File: src/hdl/cfr_pkg.sv
// ----------------------------------------------------------------------------
// cfr_pkg: shared types and constants of the clock frame replacement unit
// Field widths, action and status codes, item structs and the command and
// status groups between the controller and the datapath.
// ----------------------------------------------------------------------------
package cfr_pkg;

  localparam int FRAME_BITS  = 6;
  localparam int FRAME_COUNT = 1 << FRAME_BITS;
  localparam int PAGE_BITS   = 20;
  localparam int OWNER_BITS  = 8;
  localparam int RAM_WIDTH   = PAGE_BITS + OWNER_BITS;

  // free-frame scan looks at one group of frames a cycle
  localparam int GROUP_SIZE  = 8;
  localparam int GROUP_BITS  = $clog2(GROUP_SIZE);
  localparam int GSEL_BITS   = FRAME_BITS - GROUP_BITS;
  localparam int COUNT_BITS  = FRAME_BITS + 1;
  localparam int VISIT_BITS  = FRAME_BITS + 2;

  localparam logic [2:0] ACT_ALLOC  = 3'd0;
  localparam logic [2:0] ACT_FREE   = 3'd1;
  localparam logic [2:0] ACT_PIN    = 3'd2;
  localparam logic [2:0] ACT_UNPIN  = 3'd3;
  localparam logic [2:0] ACT_ACCESS = 3'd4;

  localparam logic [1:0] ST_OK        = 2'd0;
  localparam logic [1:0] ST_NO_VICTIM = 2'd1;
  localparam logic [1:0] ST_UNTRACKED = 2'd2;

  typedef struct packed {
    logic [2:0]            action;
    logic [FRAME_BITS-1:0] frame_index;
    logic [PAGE_BITS-1:0]  virtual_page;
    logic [OWNER_BITS-1:0] owner_id;
    logic                  release_frame;
    logic                  is_write;
  } cfr_req_t;

  typedef struct packed {
    logic [1:0]            status;
    logic [FRAME_BITS-1:0] granted_frame;
    logic                  evicted;
    logic [PAGE_BITS-1:0]  evicted_page;
    logic [OWNER_BITS-1:0] evicted_owner;
    logic                  evicted_dirty;
  } cfr_rsp_t;

  typedef struct packed {
    logic capture;
    logic scan_step;
    logic prep;
    logic sweep_step;
    logic set_novictim;
    logic finish;
  } cfr_cmd_t;

  typedef struct packed {
    logic is_alloc;
    logic free_hit;
    logic scan_last;
    logic n_zero;
    logic exhausted;
    logic hit;
  } cfr_sts_t;

endpackage

File: src/hdl/cfr_ram.sv
// ----------------------------------------------------------------------------
// cfr_ram: generic single-write, single-read RAM
// One write port and one read port with registered read data.
// ----------------------------------------------------------------------------
module cfr_ram #(
  parameter int WIDTH = 8,
  parameter int DEPTH = 64
) (
  input  logic                     clk,
  input  logic                     wr_en,
  input  logic [$clog2(DEPTH)-1:0] wr_addr,
  input  logic [WIDTH-1:0]         wr_data,
  input  logic                     rd_en,
  input  logic [$clog2(DEPTH)-1:0] rd_addr,
  output logic [WIDTH-1:0]         rd_data
);

  logic [WIDTH-1:0] mem [DEPTH];

  always_ff @(posedge clk) begin
    if (wr_en) begin
      mem[wr_addr] <= wr_data;
    end
    if (rd_en) begin
      rd_data <= mem[rd_addr];
    end
  end

endmodule

File: src/hdl/cfr_datapath.sv
// ----------------------------------------------------------------------------
// cfr_datapath: frame flags, clock hand, page/owner store and result register
// Carries out the commands of the controller and reports scan and sweep
// status back to it.
// ----------------------------------------------------------------------------
module cfr_datapath (
  input  logic              clk,
  input  logic              rst,
  input  cfr_pkg::cfr_req_t req,
  input  cfr_pkg::cfr_cmd_t cmd,
  output cfr_pkg::cfr_sts_t sts,
  output cfr_pkg::cfr_rsp_t rsp
);
  import cfr_pkg::*;

  cfr_req_t               item;
  logic [FRAME_COUNT-1:0] pool;
  logic [FRAME_COUNT-1:0] trk;
  logic [FRAME_COUNT-1:0] pin;
  logic [FRAME_COUNT-1:0] refb;
  logic [FRAME_COUNT-1:0] dirt;
  logic [GSEL_BITS-1:0]   grp;
  logic [COUNT_BITS-1:0]  ntrk;
  logic [VISIT_BITS-1:0]  steps;
  logic [VISIT_BITS-1:0]  visits;
  logic [FRAME_BITS-1:0]  cand;
  logic [FRAME_BITS-1:0]  hand;
  logic                   hand_valid;
  logic [FRAME_BITS-1:0]  grant;
  logic                   evict;
  logic                   no_victim;

  logic [FRAME_BITS-1:0]  base;
  logic [GROUP_SIZE-1:0]  free_vec;
  logic [GROUP_SIZE-1:0]  trk_vec;
  logic [GROUP_BITS-1:0]  low_idx;
  logic [GROUP_BITS:0]    trk_cnt;
  logic                   hit;
  logic                   ok_target;
  logic                   alloc_ok;
  logic [RAM_WIDTH-1:0]   rd_data;
  cfr_rsp_t               res;

  assign base     = {grp, GROUP_BITS'(0)};
  assign free_vec = ~pool[base +: GROUP_SIZE];
  assign trk_vec  = trk[base +: GROUP_SIZE];

  always_comb begin
    low_idx = '0;
    for (int i = GROUP_SIZE - 1; i >= 0; i--) begin
      if (free_vec[i]) begin
        low_idx = GROUP_BITS'(i);
      end
    end
  end

  always_comb begin
    trk_cnt = '0;
    for (int i = 0; i < GROUP_SIZE; i++) begin
      trk_cnt = trk_cnt + (GROUP_BITS + 1)'(trk_vec[i]);
    end
  end

  assign hit       = trk[cand] & ~refb[cand] & ~pin[cand];
  assign ok_target = trk[item.frame_index];
  assign alloc_ok  = (item.action == ACT_ALLOC) && !no_victim;

  assign sts.is_alloc  = (item.action == ACT_ALLOC);
  assign sts.free_hit  = |free_vec;
  assign sts.scan_last = (grp == GSEL_BITS'(FRAME_COUNT / GROUP_SIZE - 1));
  assign sts.n_zero    = (ntrk == '0);
  assign sts.exhausted = (visits == steps);
  assign sts.hit       = hit;

  cfr_ram #(
    .WIDTH(RAM_WIDTH),
    .DEPTH(FRAME_COUNT)
  ) u_store (
    .clk    (clk),
    .wr_en  (cmd.finish & alloc_ok),
    .wr_addr(grant),
    .wr_data({item.virtual_page, item.owner_id}),
    .rd_en  (cmd.sweep_step & hit),
    .rd_addr(cand),
    .rd_data(rd_data)
  );

  always_comb begin
    res = '0;
    case (item.action)
      ACT_ALLOC: begin
        if (no_victim) begin
          res.status = ST_NO_VICTIM;
        end else begin
          res.granted_frame = grant;
          res.evicted       = evict;
          if (evict) begin
            res.evicted_page  = rd_data[RAM_WIDTH-1 -: PAGE_BITS];
            res.evicted_owner = rd_data[OWNER_BITS-1:0];
            res.evicted_dirty = dirt[grant];
          end
        end
      end
      ACT_FREE, ACT_PIN, ACT_UNPIN, ACT_ACCESS: begin
        if (!ok_target) begin
          res.status = ST_UNTRACKED;
        end
      end
      default: begin
        res.status = ST_OK;
      end
    endcase
  end

  // flags and hand
  always_ff @(posedge clk) begin
    if (rst) begin
      pool       <= '0;
      trk        <= '0;
      pin        <= '0;
      refb       <= '0;
      dirt       <= '0;
      hand_valid <= 1'b0;
    end else begin
      if (cmd.sweep_step && trk[cand]) begin
        hand_valid <= 1'b1;
        refb[cand] <= 1'b0;
      end
      if (cmd.finish) begin
        case (item.action)
          ACT_ALLOC: begin
            if (!no_victim) begin
              pool[grant] <= 1'b1;
              trk[grant]  <= 1'b1;
              pin[grant]  <= 1'b1;
              refb[grant] <= 1'b0;
              dirt[grant] <= 1'b0;
            end
          end
          ACT_FREE: begin
            if (ok_target) begin
              trk[item.frame_index]  <= 1'b0;
              pin[item.frame_index]  <= 1'b0;
              refb[item.frame_index] <= 1'b0;
              dirt[item.frame_index] <= 1'b0;
              if (item.release_frame) begin
                pool[item.frame_index] <= 1'b0;
              end
            end
          end
          ACT_PIN: begin
            if (ok_target) begin
              pin[item.frame_index] <= 1'b1;
            end
          end
          ACT_UNPIN: begin
            if (ok_target) begin
              pin[item.frame_index] <= 1'b0;
            end
          end
          ACT_ACCESS: begin
            if (ok_target) begin
              refb[item.frame_index] <= 1'b1;
              if (item.is_write) begin
                dirt[item.frame_index] <= 1'b1;
              end
            end
          end
          default: begin
          end
        endcase
      end
    end
  end

  // working registers and result
  always_ff @(posedge clk) begin
    if (cmd.capture) begin
      item      <= req;
      grp       <= '0;
      ntrk      <= '0;
      evict     <= 1'b0;
      no_victim <= 1'b0;
    end
    if (cmd.scan_step) begin
      grp  <= grp + 1'b1;
      ntrk <= ntrk + COUNT_BITS'(trk_cnt);
      if (|free_vec) begin
        grant <= {grp, low_idx};
      end
    end
    if (cmd.prep) begin
      steps  <= {ntrk, 1'b1};
      visits <= '0;
      cand   <= hand_valid ? hand + 1'b1 : '0;
    end
    if (cmd.sweep_step) begin
      cand <= cand + 1'b1;
      if (trk[cand]) begin
        visits <= visits + 1'b1;
        hand   <= cand;
      end
      if (hit) begin
        grant <= cand;
        evict <= 1'b1;
      end
    end
    if (cmd.set_novictim) begin
      no_victim <= 1'b1;
    end
    if (cmd.finish) begin
      rsp <= res;
    end
  end

endmodule

File: src/hdl/cfr_ctrl.sv
// ----------------------------------------------------------------------------
// cfr_ctrl: sequencer of the clock frame replacement unit
// Steps alloc requests through free scan and clock sweep, every request
// through commit, and owns the request and response handshakes.
// ----------------------------------------------------------------------------
module cfr_ctrl (
  input  logic              clk,
  input  logic              rst,
  input  logic              req_valid,
  output logic              req_ready,
  output logic              rsp_valid,
  input  logic              rsp_ready,
  input  cfr_pkg::cfr_sts_t sts,
  output cfr_pkg::cfr_cmd_t cmd
);
  import cfr_pkg::*;

  typedef enum logic [2:0] {
    IDLE,
    SCAN,
    PREP,
    SWEEP,
    DONE
  } state_t;

  state_t state;
  state_t state_next;
  logic   out_free;

  assign req_ready = (state == IDLE);
  assign out_free  = !rsp_valid || rsp_ready;

  always_comb begin
    cmd        = '0;
    state_next = state;
    case (state)
      IDLE: begin
        cmd.capture = req_valid;
        if (req_valid) begin
          state_next = SCAN;
        end
      end
      SCAN: begin
        if (!sts.is_alloc) begin
          state_next = DONE;
        end else begin
          cmd.scan_step = 1'b1;
          if (sts.free_hit) begin
            state_next = DONE;
          end else if (sts.scan_last) begin
            state_next = PREP;
          end
        end
      end
      PREP: begin
        if (sts.n_zero) begin
          cmd.set_novictim = 1'b1;
          state_next       = DONE;
        end else begin
          cmd.prep   = 1'b1;
          state_next = SWEEP;
        end
      end
      SWEEP: begin
        if (sts.exhausted) begin
          cmd.set_novictim = 1'b1;
          state_next       = DONE;
        end else begin
          cmd.sweep_step = 1'b1;
          if (sts.hit) begin
            state_next = DONE;
          end
        end
      end
      DONE: begin
        if (out_free) begin
          cmd.finish = 1'b1;
          state_next = IDLE;
        end
      end
      default: begin
        state_next = IDLE;
      end
    endcase
  end

  always_ff @(posedge clk) begin
    if (rst) begin
      state     <= IDLE;
      rsp_valid <= 1'b0;
    end else begin
      state <= state_next;
      if (cmd.finish) begin
        rsp_valid <= 1'b1;
      end else if (rsp_ready) begin
        rsp_valid <= 1'b0;
      end
    end
  end

endmodule

File: src/hdl/clock_frame_replacement_unit.sv
// ----------------------------------------------------------------------------
// clock_frame_replacement_unit: physical frame table, second-chance eviction
// Request channel req_valid/req_ready/req carries one action per beat:
// alloc, free, pin, unpin or access. Response channel rsp_valid/rsp_ready/rsp
// returns one beat per request, in order.
// Requests are handled one at a time. Free, pin, unpin, access and unknown
// actions pass from the scan state straight to commit. Alloc scans for the
// lowest free frame a group of eight frames a cycle. With every frame in use
// the clock hand then visits one frame index per cycle until a victim is
// found or 2n+1 tracked frames have been visited, n being the tracked count.
// The next request is taken the cycle after a response is loaded, even
// while that response still waits for rsp_ready; a stalled receiver holds
// only the following response in its commit state.
// Reset clears every frame flag and the response valid; the clock hand
// starts its first sweep at frame 0. Page and owner storage is not cleared.
// ----------------------------------------------------------------------------
module clock_frame_replacement_unit (
  input  logic              clk,
  input  logic              rst,
  input  logic              req_valid,
  output logic              req_ready,
  input  cfr_pkg::cfr_req_t req,
  output logic              rsp_valid,
  input  logic              rsp_ready,
  output cfr_pkg::cfr_rsp_t rsp
);
  import cfr_pkg::*;

  cfr_cmd_t cmd;
  cfr_sts_t sts;

  cfr_ctrl u_ctrl (
    .clk      (clk),
    .rst      (rst),
    .req_valid(req_valid),
    .req_ready(req_ready),
    .rsp_valid(rsp_valid),
    .rsp_ready(rsp_ready),
    .sts      (sts),
    .cmd      (cmd)
  );

  cfr_datapath u_dp (
    .clk(clk),
    .rst(rst),
    .req(req),
    .cmd(cmd),
    .sts(sts),
    .rsp(rsp)
  );

endmodule
File: config.mk
export PLATFORM = sky130hd
export DESIGN_NAME = clock_frame_replacement_unit
export DESIGN_NICKNAME = d
export VERILOG_FILES = /design/src/hdl/cfr_pkg.sv /design/src/hdl/cfr_ram.sv /design/src/hdl/cfr_datapath.sv /design/src/hdl/cfr_ctrl.sv /design/src/hdl/clock_frame_replacement_unit.sv
export SDC_FILE = /design/constraint.sdc
export NUM_CORES = 2
export LEC_CHECK = 0
export BUFFER_PORTS_ARGS = -buffer_cell sky130_fd_sc_hd__buf_2
export CAP_MARGIN = 20
export CORE_MARGIN = 2
export CORE_UTILIZATION = 51
export DETAILED_ROUTE_END_ITERATION = 6
export PLACE_DENSITY = 0.71
export SKIP_CTS_REPAIR_TIMING = 1
export SLEW_MARGIN = 20
export SYNTH_ARGS = -nofsm -noshare
export SYNTH_HDL_FRONTEND = slang
export SYNTH_HIERARCHICAL = 1
export SYNTH_SLANG_ARGS = --single-unit
export TNS_END_PERCENT = 1
File: constraint.sdc
create_clock -name clk -period 7.9 [get_ports clk]
set_clock_uncertainty 0.1 [all_clocks]
set_input_delay 1.58 -clock clk [delete_from_list [all_inputs] [get_ports clk]]
set_output_delay 1.58 -clock clk [all_outputs]
set_load 0.05 [all_outputs]
==> impl_results.md <==
* Dpl ws at 2.012 ns
* Initial antenna violation count at 12
* Total global-route track usage at 0.2841
* Post-Syn Instances at 5923
* Final core occ at 0.5678
* Critical Path Fanout Max at 19
* Type of destination of the critical path: flip-flop
* Crit path kind: reg2reg
* CTS sink cnt at 2267
* Syn Nets at 5982
* Row count at 157
* Final setup violation count at 0
* Post-synth EDFFs at 1926
* Type of the most critical hold path: reg2reg
* Vias in the first global route at 54.70k
* # IOs at 83
* Leak at 0.03275 uW
* Final hold violation count at 0
* Fin Setup TNS at 0 ns
* Clk_lat worst skew at 0.87 ns
* Pwr dens at 237.1 nW/um2
* CP required at 8.40 ns
* Largest net degree at the start of global routing at 195
* Area leader, netlist: edfxtp_1
* CTS Buf Count at 220
* Post-Syn Area per Cell at 15.80 um2
* Total number of vias at 57.24k
* Critical Path AT at 5.79 ns
* Startpoint types: flip-flop
* R2r setup slk at 2.61 ns
* Routability Congestion at 0.9809
* Dominant cell by count in the synthesized netlist: edfxtp_1
* Max Buffers Root-to-Sink at 3
* Max-slew violation count at 0
* Synth Flop Type: edfxtp_1
* CTS tree: yes
* PnR worst setup slack at 2.610 ns
* Max frequency at 0.1890 GHz
* Routed wire length per instance at 31.61 um
* Asr flop ratio synth at 0
* #FFs+latches synth at 2267
* Die height at 432.4 um
* Clock Tree Root: clkbuf_16
* Max cap viols at 0
* R2R depth at 14
* DP Area at 96510 um2
* List of most frequent post-synthesis cells: 1926 x edfxtp_1, 427 x mux4_2, 341 x dfxtp_1, 318 x nor2_1, 307 x mux2i_1
* R2R Path End: u_dp/ntrk[6]$_SDFFCE_PN0P_
* Initial DRC Count at 9415
* Remaining DRCs at 26
* Worst Max-Slew Pin Slew at 1.183 ns
* Die Wd at 432.4 um
* Yosys cell types at 82
* Post-layout net count at 5952
* Via density at 6.762
* # port buffers at 82
* Synth area leaders: edfxtp_1 62%, mux4_2 10%, dfxtp_1 7.3%
* First-pass GRT wire length at 384.3 mm
* Syn Std Cell Area at 93580 um2
* Worst-path clk slew at 0.06 ns
* Min-delay src: u_dp/dirt[60]$_SDFFE_PP0P_
* Drt first pass iters at 7
* Hold Crit Depth at 2
* RSZ-0062 raised after global routing: no
* Final Non-Filler Cells at 8464
* Post-synth top area share at 0.6180
* CORE AREA at 182700 um2
* Post-DP HPWL at 156.2 mm
* Status: finished with violations
* Share of cells above drive strength 1 at 0.1805
* Crit path time final at 5.290 ns
* Max-slew headroom at 0.2048
* Final WL at 267.6 mm
* R2r startpoint: u_dp/grp[0]$_SDFFCE_PN0P_
* Sequential fraction of the synthesis area at 0.6909
* Max VDD drop at 0.0002192 V
* Htree depth at 4
* Ys Warns at 6
* Final instance area at 103700 um2
* Number of cells after detailed placement at 8055
* P&R area growth vs syn at 10.85%
* Die Area at 186900 um2
* Starting Density at 0.5123
* Worst Hold Path EP: u_dp/dirt[60]$_SDFFE_PP0P_
* Violated checks: design-rule violations
* Grt ovf at 0
* Post-route ant nets at 0
* Period Utilization, post-route at 0.6696
logic make-up after synthesis:
group | count (synthesis) | synth area share
compound gates | 1255 | 0.08506
xor+xnor | 20 | 0.001872
fa+ha+maj | 16 | 0.002540
buf+inv | 538 | 0.02598
flops | 2267 | 0.6909
mux | 746 | 0.1370
simple gates | 1081 | 0.05657
state kept, by name, summed over array words and instances, names as in the netlist:
signal	cells
u_ctrl/rsp_valid	1
u_ctrl/state	3
u_dp/refb	64
u_dp/u_store/rd_data	28
u_dp/cand	6
u_dp/ntrk	7
u_dp/pin	64
u_dp/evict	1
u_dp/rsp	38
u_dp/grant	6
u_dp/no_victim	1
u_dp/pool	64
u_dp/hand_valid	1
u_dp/steps	7
u_dp/item	39
u_dp/grp	3
u_dp/dirt	64
u_dp/trk	64
u_dp/u_store/mem	1792
u_dp/hand	6
u_dp/visits	8
cell usage in the layout (no fill, tap or decap), types with 182 or more instances in the layout:
| cell | count |
|---|---|
| mux4_2 | 427 |
| clkbuf_16 | 221 |
| nand2_1 | 219 |
| nor2_1 | 250 |
| mux2i_1 | 307 |
| dfxtp_1 | 341 |
| edfxtp_1 | 1926 |
| a211oi_1 | 182 |
| a21oi_1 | 302 |
| o21ai_0 | 245 |
power breakdown:
group / switching, uW / total [uW] / internal [uW]
clock network: 4630 / 10400 / 5820
logic: 861 / 1030 / 171
registers: 61.4 / 13100 / 13100
total: 5550 / 24600 / 19000
worst max-delay path, cell delays in order (launching register included):
cell and delay [ns]:
edfxtp_1 1.01, buf_4 0.47, mux4_2 0.55, mux2_2 0.29, fa_1 0.50, inv_1 0.05, fa_1 0.50, fa_1 0.47
fa_1 0.39, nor2b_1 0.15, o21ai_0 0.09, nand2b_1 0.11, nand3_1 0.10, xor2_1 0.16, nor2_1 0.05
through the flow:
stage	hold WS, ns	power (uW)
floorplan	0.3304	13840
global placement	0.3463	14320
detailed placement	0.3624	14350
CTS	0.3714	24630
global route	0.3832	25170
finish	0.3742	24590
metal layers:
| metal | vias to the layer above | track usage | wire [um] |
|---|---|---|---|
| li1 | 23600 | - | - |
| met1 | 28910 | 0.3927 | 100100 |
| met2 | 3890 | 0.4239 | 119500 |
| met3 | 830 | 0.05878 | 30150 |
| met4 | 4 | 0.1574 | 17730 |
| met5 | - | 0.0007806 | 24 |
layout make-up:
type,instances,area (um2)
multi-input combinational,3118,27140
clock inverter,143,1446
antenna,2,5.005
sequential,2267,64660
fill,13690,78950
inverter,82,307.8
timing repair buffer,204,1431
tap,2385,2984
clock buffer,263,5758
worst max-delay path by stage:
| stage | slack [ns] | cells past startpoint | endpoint | from |
|---|---|---|---|---|
| 3_3_place_gp | 2.09 | 11 | u_dp/pool[31]$_SDFFE_PP0P_ | rsp_ready |
| 2_1_floorplan | 0.57 | 7 | u_dp/u_store/mem[48][0]$_DFFE_PP_ | rsp_ready |
| 6_report | 2.61 | 14 | u_dp/ntrk[6]$_SDFFCE_PN0P_ | u_dp/grp[0]$_SDFFCE_PN0P_ |
| 5_1_grt | 2.23 | 14 | u_dp/ntrk[6]$_SDFFCE_PN0P_ | u_dp/grp[0]$_SDFFCE_PN0P_ |
| 3_5_place_dp | 2.01 | 11 | u_dp/pool[21]$_SDFFE_PP0P_ | rsp_ready |
| 4_1_cts | 2.53 | 14 | u_dp/ntrk[6]$_SDFFCE_PN0P_ | u_dp/grp[0]$_SDFFCE_PN0P_ |
Note: power is estimated with default switching activity, not from simulation.
